File: src/sv/assert_macros.svh
`ifndef ASSERT_MACROS_SVH
`define ASSERT_MACROS_SVH
// implication check on aclk, disabled in reset
`define ASSERT_IMPL(label, ante, cons) \
    label: assert property (@(posedge aclk) disable iff (!aresetn) (ante) |-> (cons)) \
        else $error("assertion failed");
// next-cycle implication check
`define ASSERT_NEXT(label, ante, cons) \
    label: assert property (@(posedge aclk) disable iff (!aresetn) (ante) |=> (cons)) \
        else $error("assertion failed");
`endif

File: src/sv/hpack_pkg.sv
`timescale 1ns / 1ps
package hpack_pkg;

    typedef struct packed {
        logic [7:0] symbol;
        logic       last_symbol;
    } hpack_in_t;

    typedef struct packed {
        logic [7:0] code_byte;
        logic       last_byte;
    } hpack_out_t;

    // controller to datapath
    typedef struct packed {
        logic load;   // capture input item and look up code
        logic emit;   // output register takes the next byte
        logic finish; // commit residue after the item
    } hpack_cmd_t;

    // datapath to controller
    typedef struct packed {
        logic have_byte; // at least one byte pending
        logic last_one;  // pending byte is the final one of the string
    } hpack_sts_t;

    localparam int unsigned EOS_LEN = 30;
    localparam logic [29:0] EOS_CODE = 30'h3fffffff;

    function automatic logic [29:0] hp_code(input logic [7:0] s);
        logic [29:0] c;
        unique case (s)
8'd0: c=30'h1ff8; 8'd1: c=30'h7fffd8; 8'd2: c=30'hfffffe2; 8'd3: c=30'hfffffe3;
8'd4: c=30'hfffffe4; 8'd5: c=30'hfffffe5; 8'd6: c=30'hfffffe6; 8'd7: c=30'hfffffe7;
8'd8: c=30'hfffffe8; 8'd9: c=30'hffffea; 8'd10: c=30'h3ffffffc; 8'd11: c=30'hfffffe9;
8'd12: c=30'hfffffea; 8'd13: c=30'h3ffffffd; 8'd14: c=30'hfffffeb; 8'd15: c=30'hfffffec;
8'd16: c=30'hfffffed; 8'd17: c=30'hfffffee; 8'd18: c=30'hfffffef; 8'd19: c=30'hffffff0;
8'd20: c=30'hffffff1; 8'd21: c=30'hffffff2; 8'd22: c=30'h3ffffffe; 8'd23: c=30'hffffff3;
8'd24: c=30'hffffff4; 8'd25: c=30'hffffff5; 8'd26: c=30'hffffff6; 8'd27: c=30'hffffff7;
8'd28: c=30'hffffff8; 8'd29: c=30'hffffff9; 8'd30: c=30'hffffffa; 8'd31: c=30'hffffffb;
8'd32: c=30'h14; 8'd33: c=30'h3f8; 8'd34: c=30'h3f9; 8'd35: c=30'hffa;
8'd36: c=30'h1ff9; 8'd37: c=30'h15; 8'd38: c=30'hf8; 8'd39: c=30'h7fa;
8'd40: c=30'h3fa; 8'd41: c=30'h3fb; 8'd42: c=30'hf9; 8'd43: c=30'h7fb;
8'd44: c=30'hfa; 8'd45: c=30'h16; 8'd46: c=30'h17; 8'd47: c=30'h18;
8'd48: c=30'h0; 8'd49: c=30'h1; 8'd50: c=30'h2; 8'd51: c=30'h19;
8'd52: c=30'h1a; 8'd53: c=30'h1b; 8'd54: c=30'h1c; 8'd55: c=30'h1d;
8'd56: c=30'h1e; 8'd57: c=30'h1f; 8'd58: c=30'h5c; 8'd59: c=30'hfb;
8'd60: c=30'h7ffc; 8'd61: c=30'h20; 8'd62: c=30'hffb; 8'd63: c=30'h3fc;
8'd64: c=30'h1ffa; 8'd65: c=30'h21; 8'd66: c=30'h5d; 8'd67: c=30'h5e;
8'd68: c=30'h5f; 8'd69: c=30'h60; 8'd70: c=30'h61; 8'd71: c=30'h62;
8'd72: c=30'h63; 8'd73: c=30'h64; 8'd74: c=30'h65; 8'd75: c=30'h66;
8'd76: c=30'h67; 8'd77: c=30'h68; 8'd78: c=30'h69; 8'd79: c=30'h6a;
8'd80: c=30'h6b; 8'd81: c=30'h6c; 8'd82: c=30'h6d; 8'd83: c=30'h6e;
8'd84: c=30'h6f; 8'd85: c=30'h70; 8'd86: c=30'h71; 8'd87: c=30'h72;
8'd88: c=30'hfc; 8'd89: c=30'h73; 8'd90: c=30'hfd; 8'd91: c=30'h1ffb;
8'd92: c=30'h7fff0; 8'd93: c=30'h1ffc; 8'd94: c=30'h3ffc; 8'd95: c=30'h22;
8'd96: c=30'h7ffd; 8'd97: c=30'h3; 8'd98: c=30'h23; 8'd99: c=30'h4;
8'd100: c=30'h24; 8'd101: c=30'h5; 8'd102: c=30'h25; 8'd103: c=30'h26;
8'd104: c=30'h27; 8'd105: c=30'h6; 8'd106: c=30'h74; 8'd107: c=30'h75;
8'd108: c=30'h28; 8'd109: c=30'h29; 8'd110: c=30'h2a; 8'd111: c=30'h7;
8'd112: c=30'h2b; 8'd113: c=30'h76; 8'd114: c=30'h2c; 8'd115: c=30'h8;
8'd116: c=30'h9; 8'd117: c=30'h2d; 8'd118: c=30'h77; 8'd119: c=30'h78;
8'd120: c=30'h79; 8'd121: c=30'h7a; 8'd122: c=30'h7b; 8'd123: c=30'h7ffe;
8'd124: c=30'h7fc; 8'd125: c=30'h3ffd; 8'd126: c=30'h1ffd; 8'd127: c=30'hffffffc;
8'd128: c=30'hfffe6; 8'd129: c=30'h3fffd2; 8'd130: c=30'hfffe7; 8'd131: c=30'hfffe8;
8'd132: c=30'h3fffd3; 8'd133: c=30'h3fffd4; 8'd134: c=30'h3fffd5; 8'd135: c=30'h7fffd9;
8'd136: c=30'h3fffd6; 8'd137: c=30'h7fffda; 8'd138: c=30'h7fffdb; 8'd139: c=30'h7fffdc;
8'd140: c=30'h7fffdd; 8'd141: c=30'h7fffde; 8'd142: c=30'hffffeb; 8'd143: c=30'h7fffdf;
8'd144: c=30'hffffec; 8'd145: c=30'hffffed; 8'd146: c=30'h3fffd7; 8'd147: c=30'h7fffe0;
8'd148: c=30'hffffee; 8'd149: c=30'h7fffe1; 8'd150: c=30'h7fffe2; 8'd151: c=30'h7fffe3;
8'd152: c=30'h7fffe4; 8'd153: c=30'h1fffdc; 8'd154: c=30'h3fffd8; 8'd155: c=30'h7fffe5;
8'd156: c=30'h3fffd9; 8'd157: c=30'h7fffe6; 8'd158: c=30'h7fffe7; 8'd159: c=30'hffffef;
8'd160: c=30'h3fffda; 8'd161: c=30'h1fffdd; 8'd162: c=30'hfffe9; 8'd163: c=30'h3fffdb;
8'd164: c=30'h3fffdc; 8'd165: c=30'h7fffe8; 8'd166: c=30'h7fffe9; 8'd167: c=30'h1fffde;
8'd168: c=30'h7fffea; 8'd169: c=30'h3fffdd; 8'd170: c=30'h3fffde; 8'd171: c=30'hfffff0;
8'd172: c=30'h1fffdf; 8'd173: c=30'h3fffdf; 8'd174: c=30'h7fffeb; 8'd175: c=30'h7fffec;
8'd176: c=30'h1fffe0; 8'd177: c=30'h1fffe1; 8'd178: c=30'h3fffe0; 8'd179: c=30'h1fffe2;
8'd180: c=30'h7fffed; 8'd181: c=30'h3fffe1; 8'd182: c=30'h7fffee; 8'd183: c=30'h7fffef;
8'd184: c=30'hfffea; 8'd185: c=30'h3fffe2; 8'd186: c=30'h3fffe3; 8'd187: c=30'h3fffe4;
8'd188: c=30'h7ffff0; 8'd189: c=30'h3fffe5; 8'd190: c=30'h3fffe6; 8'd191: c=30'h7ffff1;
8'd192: c=30'h3ffffe0; 8'd193: c=30'h3ffffe1; 8'd194: c=30'hfffeb; 8'd195: c=30'h7fff1;
8'd196: c=30'h3fffe7; 8'd197: c=30'h7ffff2; 8'd198: c=30'h3fffe8; 8'd199: c=30'h1ffffec;
8'd200: c=30'h3ffffe2; 8'd201: c=30'h3ffffe3; 8'd202: c=30'h3ffffe4; 8'd203: c=30'h7ffffde;
8'd204: c=30'h7ffffdf; 8'd205: c=30'h3ffffe5; 8'd206: c=30'hfffff1; 8'd207: c=30'h1ffffed;
8'd208: c=30'h7fff2; 8'd209: c=30'h1fffe3; 8'd210: c=30'h3ffffe6; 8'd211: c=30'h7ffffe0;
8'd212: c=30'h7ffffe1; 8'd213: c=30'h3ffffe7; 8'd214: c=30'h7ffffe2; 8'd215: c=30'hfffff2;
8'd216: c=30'h1fffe4; 8'd217: c=30'h1fffe5; 8'd218: c=30'h3ffffe8; 8'd219: c=30'h3ffffe9;
8'd220: c=30'hffffffd; 8'd221: c=30'h7ffffe3; 8'd222: c=30'h7ffffe4; 8'd223: c=30'h7ffffe5;
8'd224: c=30'hfffec; 8'd225: c=30'hfffff3; 8'd226: c=30'hfffed; 8'd227: c=30'h1fffe6;
8'd228: c=30'h3fffe9; 8'd229: c=30'h1fffe7; 8'd230: c=30'h1fffe8; 8'd231: c=30'h7ffff3;
8'd232: c=30'h3fffea; 8'd233: c=30'h3fffeb; 8'd234: c=30'h1ffffee; 8'd235: c=30'h1ffffef;
8'd236: c=30'hfffff4; 8'd237: c=30'hfffff5; 8'd238: c=30'h3ffffea; 8'd239: c=30'h7ffff4;
8'd240: c=30'h3ffffeb; 8'd241: c=30'h7ffffe6; 8'd242: c=30'h3ffffec; 8'd243: c=30'h3ffffed;
8'd244: c=30'h7ffffe7; 8'd245: c=30'h7ffffe8; 8'd246: c=30'h7ffffe9; 8'd247: c=30'h7ffffea;
8'd248: c=30'h7ffffeb; 8'd249: c=30'hffffffe; 8'd250: c=30'h7ffffec; 8'd251: c=30'h7ffffed;
8'd252: c=30'h7ffffee; 8'd253: c=30'h7ffffef; 8'd254: c=30'h7fffff0; 8'd255: c=30'h3ffffee;
            default: c = '0;
        endcase
        return c;
    endfunction

    // code length per symbol, symbol 0 first
    localparam logic [0:255][4:0] HP_LEN = '{
        5'd13,5'd23,5'd28,5'd28,5'd28,5'd28,5'd28,5'd28,
        5'd28,5'd24,5'd30,5'd28,5'd28,5'd30,5'd28,5'd28,
        5'd28,5'd28,5'd28,5'd28,5'd28,5'd28,5'd30,5'd28,
        5'd28,5'd28,5'd28,5'd28,5'd28,5'd28,5'd28,5'd28,
        5'd6,5'd10,5'd10,5'd12,5'd13,5'd6,5'd8,5'd11,
        5'd10,5'd10,5'd8,5'd11,5'd8,5'd6,5'd6,5'd6,
        5'd5,5'd5,5'd5,5'd6,5'd6,5'd6,5'd6,5'd6,
        5'd6,5'd6,5'd7,5'd8,5'd15,5'd6,5'd12,5'd10,
        5'd13,5'd6,5'd7,5'd7,5'd7,5'd7,5'd7,5'd7,
        5'd7,5'd7,5'd7,5'd7,5'd7,5'd7,5'd7,5'd7,
        5'd7,5'd7,5'd7,5'd7,5'd7,5'd7,5'd7,5'd7,
        5'd8,5'd7,5'd8,5'd13,5'd19,5'd13,5'd14,5'd6,
        5'd15,5'd5,5'd6,5'd5,5'd6,5'd5,5'd6,5'd6,
        5'd6,5'd5,5'd7,5'd7,5'd6,5'd6,5'd6,5'd5,
        5'd6,5'd7,5'd6,5'd5,5'd5,5'd6,5'd7,5'd7,
        5'd7,5'd7,5'd7,5'd15,5'd11,5'd14,5'd13,5'd28,
        5'd20,5'd22,5'd20,5'd20,5'd22,5'd22,5'd22,5'd23,
        5'd22,5'd23,5'd23,5'd23,5'd23,5'd23,5'd24,5'd23,
        5'd24,5'd24,5'd22,5'd23,5'd24,5'd23,5'd23,5'd23,
        5'd23,5'd21,5'd22,5'd23,5'd22,5'd23,5'd23,5'd24,
        5'd22,5'd21,5'd20,5'd22,5'd22,5'd23,5'd23,5'd21,
        5'd23,5'd22,5'd22,5'd24,5'd21,5'd22,5'd23,5'd23,
        5'd21,5'd21,5'd22,5'd21,5'd23,5'd22,5'd23,5'd23,
        5'd20,5'd22,5'd22,5'd22,5'd23,5'd22,5'd22,5'd23,
        5'd26,5'd26,5'd20,5'd19,5'd22,5'd23,5'd22,5'd25,
        5'd26,5'd26,5'd26,5'd27,5'd27,5'd26,5'd24,5'd25,
        5'd19,5'd21,5'd26,5'd27,5'd27,5'd26,5'd27,5'd24,
        5'd21,5'd21,5'd26,5'd26,5'd28,5'd27,5'd27,5'd27,
        5'd20,5'd24,5'd20,5'd21,5'd22,5'd21,5'd21,5'd23,
        5'd22,5'd22,5'd25,5'd25,5'd24,5'd24,5'd26,5'd23,
        5'd26,5'd27,5'd26,5'd26,5'd27,5'd27,5'd27,5'd27,
        5'd27,5'd28,5'd27,5'd27,5'd27,5'd27,5'd27,5'd26
    };

endpackage

File: src/sv/hpack_ctrl.sv
`timescale 1ns / 1ps
`include "assert_macros.svh"
module hpack_ctrl (
    input  logic                 aclk,
    input  logic                 aresetn,
    input  logic                 s_valid,
    output logic                 s_ready,
    output logic                 m_valid,
    input  logic                 m_ready,
    input  hpack_pkg::hpack_sts_t sts,
    output hpack_pkg::hpack_cmd_t cmd,
    output logic                 out_last
);
    import hpack_pkg::*;

    typedef enum logic [1:0] {
        IDLE = 2'b01,
        EMIT = 2'b10
    } state_t;

    state_t state_reg, state_next;
    logic   ovalid_reg, ovalid_next;
    logic   olast_reg, olast_next;
    logic   slot_free;

    // output register free now or freed this cycle
    assign slot_free = !ovalid_reg || m_ready;
    assign s_ready   = (state_reg == IDLE);
    assign m_valid   = ovalid_reg;
    assign out_last  = olast_reg;

    always_comb begin
        state_next  = state_reg;
        ovalid_next = ovalid_reg && !m_ready;
        olast_next  = olast_reg;
        cmd         = '0;
        unique case (state_reg)
            IDLE: begin
                if (s_valid) begin
                    cmd.load   = 1'b1;
                    state_next = EMIT;
                end
            end
            EMIT: begin
                if (!sts.have_byte) begin
                    cmd.finish = 1'b1;
                    state_next = IDLE;
                end else if (slot_free) begin
                    cmd.emit    = 1'b1;
                    ovalid_next = 1'b1;
                    olast_next  = sts.last_one;
                end
            end
            default: state_next = IDLE;
        endcase
    end

    always_ff @(posedge aclk) begin
        if (!aresetn) begin
            state_reg  <= IDLE;
            ovalid_reg <= 1'b0;
            olast_reg  <= 1'b0;
        end else begin
            state_reg  <= state_next;
            ovalid_reg <= ovalid_next;
            olast_reg  <= olast_next;
        end
    end

    `ASSERT_IMPL(a_emit_in_emit, cmd.emit, state_reg == EMIT)
    `ASSERT_NEXT(a_hold_stall, m_valid && !m_ready, m_valid && $stable(out_last))
    `ASSERT_IMPL(a_no_load_twice, cmd.load, !cmd.emit && !cmd.finish)
endmodule

File: config.mk
export PLATFORM = sky130hd
export DESIGN_NAME = hpack_ctrl
export DESIGN_NICKNAME = d
export VERILOG_FILES = /design/src/sv/hpack_pkg.sv /design/src/sv/hpack_ctrl.sv
export VERILOG_INCLUDE_DIRS = /design/src /design/src/sv
export SDC_FILE = /design/constraint.sdc
export NUM_CORES = 1
export LEC_CHECK = 0
export ABC_AREA = 0
export BUFFER_PORTS_ARGS = -buffer_cell sky130_fd_sc_hd__clkbuf_2
export CAP_MARGIN = 20
export CORE_AREA = 2 2 39 41
export DETAILED_ROUTE_END_ITERATION = 10
export DIE_AREA = 0 0 41 43
export SLEW_MARGIN = 10
export SYNTH_ARGS = -nofsm -noshare
export SYNTH_HDL_FRONTEND = slang
export SYNTH_SLANG_ARGS = --single-unit
File: constraint.sdc
create_clock -name aclk -period 2.8 [get_ports aclk]
set_clock_uncertainty 0.15 [all_clocks]
set_input_delay 0.56 -clock aclk [delete_from_list [all_inputs] [get_ports aclk]]
set_output_delay 0.56 -clock aclk [all_outputs]
set_load 0.02 [all_outputs]
# After elaboration in Yosys (flattened, before gate mapping)
# Index checks and enable logic that the tools add are counted.
# totals
out_inout_bits	6
in_bits	6
reg_bits	4
wordCells	25
# classes
n_reduce_logical	6
muxes	12
n_eq_ne	4
# ops
cell	count
$mux W1	8
$mux W2	3
$ne A2 B2 Y1 const B	2
$pmux W2 S2	1
$reduce_and A3 Y1	1
$eq A2 B1 Y1 const B	1
$eq A2 B2 Y1 const B	1
$logic_not A1 Y1	2
$reduce_and A2 Y1	1
$logic_and A1 B1 Y1	1
$logic_or A1 B1 Y1	1

# Logic depth before layout (Yosys ltp)
# Gate-level depths: netlist of run 1.
# logic_depth
depth_word	5
mapped_depth	3
mapped_depth_nobuf	3

# Worst setup path after synthesis of run 1
# Ideal clock, no wire load.
# synth_timing
path_kind	input port to output port
start	input port sts[1] (netlist name)
end	output port cmd[0] (netlist name)
n_path_buf	0
stages	1
required_time_ps	2090
arrival_ps	1078
setup_slack_ps	1012
path_cell_list	nor3b_1
# synth_via
elab_chain_len	2
# synth_lines
item	line_no	text
start: declaration	hpack_ctrl.sv:10	input hpack_pkg::hpack_sts_t sts,
$mux W1	hpack_ctrl.sv:45	if (!sts.have_byte) begin
$mux W2	hpack_ctrl.sv:37	unique case (state_reg)
end: declaration	hpack_ctrl.sv:11	output hpack_pkg::hpack_cmd_t cmd,
# No other way between the ends.

==> flow_summary.toml, run 1 <==
[run_status]
status = "completed"

[drt]
drtIter0Drc = 5
drtAntennaViolNets = 0
vias = 167
vias_per_cell = 3.55
wl_per_cell_um = 7.68
first_pass_iters = 2
drcViolationCount = 0
routed_wl_um = 361

[worst_setup_path]
worstSetupPathType = "in -> out"
end_kind = "output pin"
path_max_fanout = 3
r2r_slack_ns = 1.76
cpMostUsedCell = "clkbuf_2"
critPathLaunchType = "input pin"
arrival_ns = 1.07
slowest_delay_ns = 0.17
crit_chain = "clkbuf_2, nand3b_4, nor2b_4, clkbuf_2"
crit_required_ns = 2.09
crit_slowest_cell = "clkbuf_2"

[die]
rows = 14
core_area_sq_mm = 0.00138
die_w_um = 41
initial_core_util_pct = 13.5
fp.dieH_um = 43
die-area_sq_mm = 0.00176
ioPinCount = 12

[synth]
ys_ff_latch = 4
postSynthCellCount = 17
synth_area_per_cell_sq_um = 11.0
synth_area_sq_um = 186
yosysSeqAreaShare_pct = 43.0
syn_nets = 23
synth_cell_types = 13
yosysWarnings = 0

[clock_tree]
cts_tree = "built"
htreeDepth = 1
cts_made_buffers = 3
cts_buffer_depth = 2
clock_sinks = 4
post_cts_buffers = 0
root_buffer = "clkbuf_4"
clk_pin_slew_ns = 0.04
post_cts.resized_instances = 0
clk_latency_ns = 0.24
cts_hold_buf = 0

[flow_run]
maxCapViolations = 0

[sta]
fmax_mhz = 563
rsz0062_at_grt = "false"
setup_viol = 0
setup-tns-final_ns = 0
slew_headroom_pct = 88.3
hold_viol_final = 0
period_minus_slack_ns = 1.78
period_share_pct = 63.5
slew_viol_final = 0
worst_pin_slew_ns = 0.175

[power_and_ir_drop]
switching_share_pct = 24.7
p_int_mw = 0.118
powerDensity_mw_per_mm2 = 553
p_switching_mw = 0.0388
ir_drop_v = 0.000205
p_leak_nw = 0.156
pwr-share-seq_pct = 39.3
pwr-share-comb_pct = 13.5
p_clk_share_pct = 47.3

[placed_design]
place_congestion = 0.588
io_buffers = 11
place_area_sq_um = 262

[global_routing]
grt_max_degree = 6
grt_first_pass_wirelength_um = 579
grt_pass1_vias = 153
gr-total-overflow = 0
grt_use_total_pct = 5.82
antenna_found_initial = 0

[finish]
drive_gt1_share_pct = 58.1
largest_reg_flops = 2
nNetsFinal = 39
area_delta_synth_final_pct = 52.3
diodes = 0
n_fill_cell = 165
postLayoutCellArea_sq_um = 284

[min_path]
hold_path_class = "reg -> reg"
==> path summary, 6_finish.rpt <==
| kind | startpoint | to | cells after the start |
|---|---|---|---|
| max reg2reg | state_reg[0] | state_reg[1] | 3 |
| max | sts[1] | cmd[1] | 4 |
| min reg2reg | out_last | out_last | 2 |
| min | out_last | out_last | 2 |
==> critical path, delay by kind of cell <==
kind	cells	cell delay (ns)
simple gates	2	0.23
buf+inv	2	0.28
==> stage by stage <==
| step | hold WS, ns | util (%) | power (mW) | cells | setup WS [ns] |
|---|---|---|---|---|---|
| 4_1_cts | 0.313 | 20.5 | 0.161 | 47 | 0.996 |
| 3_3_place_gp | 0.298 | 18.9 | 0.0840 | 44 | 1.02 |
| 2_1_floorplan | 0.381 | - | 0.0752 | 17 | 1.01 |
| 3_5_place_dp | 0.307 | 18.9 | 0.0843 | 44 | 1.01 |
| 6_report | 0.304 | 20.5 | 0.157 | 47 | 1.02 |
| 5_1_grt | 0.355 | 20.5 | 0.166 | 47 | 0.959 |
==> metal layers <==
| metal | up-vias | GRT usage [%] | wire length [um] |
|---|---|---|---|
| li1 | 85 | - | - |
| met1 | 75 | 4.50 | 126 |
| met2 | 7 | 7.19 | 189 |
| met3 | 0 | 7.85 | 46 |
| met4 | 0 | 4.00 | 0 |
| met5 | - | 0 | 0 |
==> cell families (layout without fill, tap and decap cells) <==
logic type	after synthesis	count (layout)	synth area share, %
simple gates	8	8	38.9
flops	4	4	43.0
compound gates	3	3	10.7
mux	1	1	5.37
buf+inv	1	15	2.01
==> area by class of cell <==
cell class              count  area (sq um)  share of cell area, %
clock buffers               3          22.5                   7.93
inverters                   1          3.75                   1.32
multi-input cells          12           103                   36.1
flip-flops and latches      4          80.1                   28.2
well taps                  16          20.0                   7.05
repair buffers             11          55.1                   19.4
==> cell usage after synthesis, drive strengths merged <==
| library cell | number | area, sq um |
|---|---|---|
| nor3b | 1 | 7.51 |
| nor2b | 2 | 22.5 |
| and2 | 1 | 8.76 |
| o21ai | 1 | 5.00 |
| mux2i | 1 | 10.0 |
| nand2b | 1 | 6.26 |
| nand3b | 1 | 20.0 |
| a21boi | 1 | 7.51 |
| inv | 1 | 3.75 |
| o21a | 1 | 7.51 |
| dfxtp | 4 | 80.1 |
| nand2 | 2 | 7.51 |
==> power groups by stage <==
stage | combinational [mW] | clock [mW] | sequential (mW)
after floorplan | 0.0126 | 0 | 0.0626
after CTS | 0.0217 | 0.0775 | 0.0617
after detailed placement | 0.0216 | 0 | 0.0627
final | 0.0211 | 0.0743 | 0.0616
after global placement | 0.0215 | 0 | 0.0626
after global routing | 0.0233 | 0.0803 | 0.0619
==> layout by cell type (no fill, tap or decap) <==
cell       n
a21boi_1   1
and2_4     1
clkbuf_2  11
clkbuf_4   3
dfxtp_1    4
inv_1      1
mux2i_1    1
nand2_1    2
nand2b_1   1
nand3b_4   1
nor2b_2    1
nor2b_4    1
nor3b_1    1
o21a_1     1
o21ai_1    1
Note: power is estimated with default switching activity, not from simulation.
==> run 2, diff against run 1 <==
--- a/config.mk
+++ b/config.mk
@@ -6,7 +6,7 @@
 export SDC_FILE = /design/constraint.sdc
 export NUM_CORES = 1
 export LEC_CHECK = 0
-export ABC_AREA = 0
+export ABC_AREA = 1
 export BUFFER_PORTS_ARGS = -buffer_cell sky130_fd_sc_hd__clkbuf_2
 export CAP_MARGIN = 20
 export CORE_AREA = 2 2 39 41
==> constraint.sdc (replaced) <==
create_clock -name aclk -period 1.75 [get_ports aclk]
set_clock_uncertainty 0.15 [all_clocks]
set_input_delay 0.35 -clock aclk [delete_from_list [all_inputs] [get_ports aclk]]
set_output_delay 0.35 -clock aclk [all_outputs]
set_load 0.02 [all_outputs]
==> run 2 against run 1 <==
Hold slack lost 0.098 ns. Flip-flop and latch count unchanged. Register-to-register slack got worse by 0.99 ns. Routed wire length rose by 5.8%. Utilization increased by 0.27 points. Die area did not move. Largest power group unchanged. Combinational power grew 73%. Largest cell class unchanged.
==> flow_summary.toml, run 2 <==
[synth]
post-synth-top-area-cell = "dfxtp_1"
yosysMostFrequentCell = "nand2_1"
ys_ff_latch = 4
syn_nets = 32
yosysSeqAreaShare_pct = 42.1
synth_area_sq_um = 190
netlist.area_leader.share_pct = 42.1
synth_edf_count = 0
yosysWarnings = 0
yosys_most_used_dff = "dfxtp_1"
synthArstFlopShare_pct = 0
synth_cell_types = 10
synth_area_leaders = "dfxtp_1, nand2_1, nor2_4, inv_2, nor2_2"
postSynthCellCount = 26
synth_area_per_cell_sq_um = 7.31
synth_top_cells_by_count = "nand2_1, dfxtp_1, inv_2"

[worst_setup_path]
path_max_fanout = 3
crit_required_ns = 1.25
crit_path_end = "cmd[1]"
slowest_delay_ns = 0.31
critPathLaunchType = "flop"
crit_start = "state_reg[1]"
rr_startpoint = "state_reg[1]"
end_kind = "output pin"
worstSetupPathType = "reg -> out"
crit_slowest_cell = "dfxtp_1"
cp_top_family = "flip-flops"
crit_chain = "inv_2, nor2_4, inv_2, nor2_4, clkbuf_2"
r2r_slack_ns = 0.77
arrival_ns = 1.03
r2r_end = "state_reg[0]"
crit_cells = 5
path_buf_inv = 3
reg2reg_depth = 5

[drt]
vias = 204
drtIter0Drc = 4
wl_per_cell_um = 6.82
drcViolationCount = 0
vias_per_cell = 3.64
wl_met2_um = 208
routed_wl_um = 382
highest_layer = "met3"
first_pass_iters = 4
wl_met1_um = 133
dr_wl_met3_um = 40
drtAntennaViolNets = 0

[die]
ioPinCount = 12
fp.dieH_um = 43
die-area_sq_mm = 0.00176
die_w_um = 41
initial_core_util_pct = 13.7
rows = 14
core_area_sq_mm = 0.00138

[finish]
diodes = 0
nNetsFinal = 48
largest_reg_flops = 2
area_delta_synth_final_pct = 51.3
layout_common_cells = "clkbuf_2, nand2_1, inv_2, dfxtp_1"
drive_gt1_share_pct = 55.0
layout.cells.non_filler = 56
n_fill_cell = 172
mostFrequentLayoutCell = "clkbuf_2"

[clock_tree]
clk_latency_ns = 0.23
htreeDepth = 1
cts_buffer_depth = 2
clk_pin_slew_ns = 0.04
post_cts_buffers = 0
root_buffer = "clkbuf_4"
cts_tree = "built"
post_cts.resized_instances = 0
clock_sinks = 4
cts_hold_buf = 0
cts_made_buffers = 3

[placed_design]
io_buffers = 11
hpwl_um = 331
place_congestion = 0.519
placedCellCount = 53

[sta]
worst_hold_slack_ns = 0.206
period_share_pct = 87.3
slew_headroom_pct = 91.4
setup-tns-final_ns = 0
period_minus_slack_ns = 1.53
rsz0062_at_grt = "false"
worst_pin_slew_ns = 0.129
slew_viol_final = 0
setup_viol = 0
fmax_mhz = 654
hold_viol_final = 0

[global_routing]
grt_use_total_pct = 5.53
gr-total-overflow = 0
grt_max_degree = 5
grt_first_pass_wirelength_um = 565
grt_pass1_vias = 180
antenna_found_initial = 0

[power_and_ir_drop]
ir_drop_v = 0.000143
total_power_mw = 0.245
p_int_mw = 0.186
p_switching_mw = 0.0598
pwr-share-seq_pct = 39.9
pwr-share-comb_pct = 14.9
switching_share_pct = 24.4
p_clk_share_pct = 45.2
p_leak_nw = 0.152
powerDensity_mw_per_mm2 = 853

[min_path]
hold_path_class = "in -> reg"

[flow_run]
maxCapViolations = 0

[run_status]
status = "completed"
-- run 2: layer usage --
layer,GRT usage (%),vias to the layer above
li1,-,105
met4,6.00,0
met5,0,-
met1,3.87,93
met2,7.81,6
met3,4.71,0
-- run 2: kinds of logic (layout without fill, tap and decap cells) --
kind of cell | after synthesis | in the layout | synth area share [%]
flops | 4 | 4 | 42.1
simple gates | 13 | 13 | 37.5
buf+inv | 7 | 21 | 13.8
compound gates | 2 | 2 | 6.58
-- run 2: through the flow --
stage / setup slack [ns] / utilization (%) / area [sq um]
6_report: 0.222 / 20.8 / 288
3_5_place_dp: 0.339 / 19.2 / 265
2_1_floorplan: 0.478 / - / 190
5_1_grt: 0.146 / 20.8 / 288
4_1_cts: 0.207 / 20.8 / 288
3_3_place_gp: 0.351 / 19.2 / 265
-- run 2: worst min path at each step --
stage              from            to  slack, ns  cells after the start
3_3_place_gp   out_last      out_last       0.34                      2
4_1_cts         aresetn  state_reg[0]       0.20                      2
6_report        aresetn  state_reg[0]       0.21                      2
2_1_floorplan   aresetn  state_reg[0]       0.31                      1
5_1_grt         aresetn  state_reg[0]       0.21                      2
3_5_place_dp   out_last      out_last       0.35                      2
-- run 2: area by class of cell --
class                      count  area [sq um]  area share, %
clock buffer                   3          22.5           7.83
inverter                       7          26.3           9.13
multi-input combinational     15          83.8           29.1
sequential                     4          80.1           27.8
tap                           16          20.0           6.96
timing repair buffer          11          55.1           19.1
-- run 2: worst reg2reg max path: stages, from the launching register on --
cell and delay, ns:
dfxtp_1 0.31, inv_2 0.05, nor2_4 0.10, nand2_1 0.08, o21ai_1 0.08, nand2_1 0.09
-- run 2: power by group through the flow --
stage | sequential, mW | combinational, mW | clock (mW)
global route | 0.0986 | 0.0409 | 0.126
detailed placement | 0.0995 | 0.0368 | 0
floorplan | 0.100 | 0.0221 | 0
CTS | 0.0981 | 0.0371 | 0.118
finish | 0.0980 | 0.0365 | 0.111
global placement | 0.0993 | 0.0369 | 0
==> run 3, diff against run 2 <==
--- a/config.mk
+++ b/config.mk
@@ -9,9 +9,12 @@
 export ABC_AREA = 1
 export BUFFER_PORTS_ARGS = -buffer_cell sky130_fd_sc_hd__clkbuf_2
 export CAP_MARGIN = 20
+export CELL_PAD_IN_SITES_DETAIL_PLACEMENT = 0
+export CELL_PAD_IN_SITES_GLOBAL_PLACEMENT = 1
 export CORE_AREA = 2 2 39 41
 export DETAILED_ROUTE_END_ITERATION = 10
 export DIE_AREA = 0 0 41 43
+export PLACE_DENSITY = 0.43
 export SLEW_MARGIN = 10
 export SYNTH_ARGS = -nofsm -noshare
 export SYNTH_HDL_FRONTEND = slang
==> run 3 against run 2 <==
Sequential share of layout area stayed put. Critical path depth is 1 lower. Die area stayed put. Non-clock buffer count stayed put. Clock-buffer cell count stayed put. Utilization stayed put. Routed wire length is 3.4% higher. Register-to-register slack better by 0.03 ns.
==> flow_summary.toml, run 3 (same netlist as run 2, synthesis figures left out) <==
[global_routing]
grt_use_total_pct = 6.72
grt_first_pass_wirelength_um = 655
grt_pass1_vias = 169
antenna_found_initial = 0
gr-total-overflow = 0
grt_max_degree = 5

[clock_tree]
clk_latency_ns = 0.23
cts_buffer_depth = 2
htreeDepth = 1
cts_tree = "built"
cts_hold_buf = 0
post_cts_buffers = 0
clock_sinks = 4
root_buffer = "clkbuf_4"
post_cts.resized_instances = 0
cts_made_buffers = 3
clk_pin_slew_ns = 0.03

[run_status]
status = "completed"

[drt]
routed_wl_um = 395
first_pass_iters = 2
vias_per_cell = 3.48
wl_per_cell_um = 7.05
drtAntennaViolNets = 0
drcViolationCount = 0
drtIter0Drc = 2
vias = 195

[finish]
multi_input_comb_area_sq_um = 83.8
n_fill_cell = 159
layout.cells.non_filler = 56
fin_util_pct = 20.8
nNetsFinal = 48
mostFrequentLayoutCell = "clkbuf_2"
layout_common_cells = "clkbuf_2, nand2_1, inv_2, dfxtp_1"
largest_reg_flops = 2
area.sequential_sq_um = 80.1
diodes = 0
drive_gt1_share_pct = 55.0
area_delta_synth_final_pct = 51.3

[power_and_ir_drop]
powerDensity_mw_per_mm2 = 868
switching_share_pct = 25.6
p_switching_mw = 0.0640
pwr-share-seq_pct = 39.2
total_power_mw = 0.250
p_int_mw = 0.186
pwr-share-comb_pct = 14.7
p_clk_share_pct = 46.1
ir_drop_v = 0.000437
p_leak_nw = 0.152

[worst_setup_path]
crit_start = "state_reg[0]"
crit_required_ns = 1.25
reg2reg_depth = 4
path_buf_inv = 2
cp_top_family = "flip-flops"
rr_startpoint = "state_reg[0]"
path_max_fanout = 3
slowest_delay_ns = 0.32
worstSetupPathType = "reg -> out"
critPathLaunchType = "flop"
crit_chain = "nor2_4, inv_2, nor2_4, clkbuf_2"
crit_cells = 4
cpMostUsedCell = "nor2_4"
end_kind = "output pin"
crit_slowest_cell = "dfxtp_1"
arrival_ns = 1.03

[die]
die_w_um = 41
rows = 14
die-area_sq_mm = 0.00176
initial_core_util_pct = 13.7
fp.dieH_um = 43
ioPinCount = 12
core_area_sq_mm = 0.00138

[placed_design]
dp_slack_ns = 0.320
place_congestion = 0.582
placedCellCount = 53
io_buffers = 11

[sta]
setup_viol = 0
rsz0062_at_grt = "false"
slew_viol_final = 0
hold_viol_final = 0
worst_pin_slew_ns = 0.126
period_share_pct = 87.4
setup-tns-final_ns = 0
fmax_mhz = 654
setup_slack_ns = 0.221
period_minus_slack_ns = 1.53
slew_headroom_pct = 91.6

[min_path]
min_from = "aresetn"
hold_path_class = "in -> reg"
hold_depth = 2

[flow_run]
maxCapViolations = 0
run 3: cell counts in the layout (fill, tap and decap cells not counted):
Identical to the previous run, type by type.
run 3: layer usage:
metal | wire length (um) | vias to the layer above | global-route usage [%]
li1 | - | 104 | -
met1 | 150 | 75 | 6.41
met2 | 142 | 14 | 7.19
met3 | 94 | 2 | 9.42
met4 | 8 | 0 | 4.00
met5 | 0 | - | 0
run 3: path summary, 6_finish.rpt:
check	end	slack [ns]
worst max-delay path	cmd[1]	0.22
worst min-delay path	state_reg[0]	0.20
worst max register to register	state_reg[0]	0.80
worst min register to register	out_last	0.34
run 3: worst reg2reg max path: stages, from the launching register on:
cell and delay (ns):
dfxtp_1 0.32, nor2_4 0.13, nand2_1 0.08, o21ai_1 0.07, nand2_1 0.08
run 3: stage by stage:
step                hold WS [ns]  cell area [sq um]
finish                     0.203                288
global route               0.206                288
CTS                        0.196                288
detailed placement         0.338                265
global placement           0.344                265
floorplan                  0.306                190
run 3: power by group through the flow:
stage / Sequential (mW) / Combinational, mW / Clock (mW)
global placement: 0.0993 / 0.0367 / 0
CTS: 0.0979 / 0.0374 / 0.121
finish: 0.0980 / 0.0366 / 0.115
detailed placement: 0.0993 / 0.0371 / 0
global route: 0.0983 / 0.0411 / 0.132
floorplan: 0.100 / 0.0221 / 0
run 3: cell type report:
type | instances | share of cell area (%)
tap | 16 | 6.96
multi-input combinational | 15 | 29.1
sequential | 4 | 27.8
timing repair buffer | 11 | 19.1
inverter | 7 | 9.13
clock buffer | 3 | 7.83
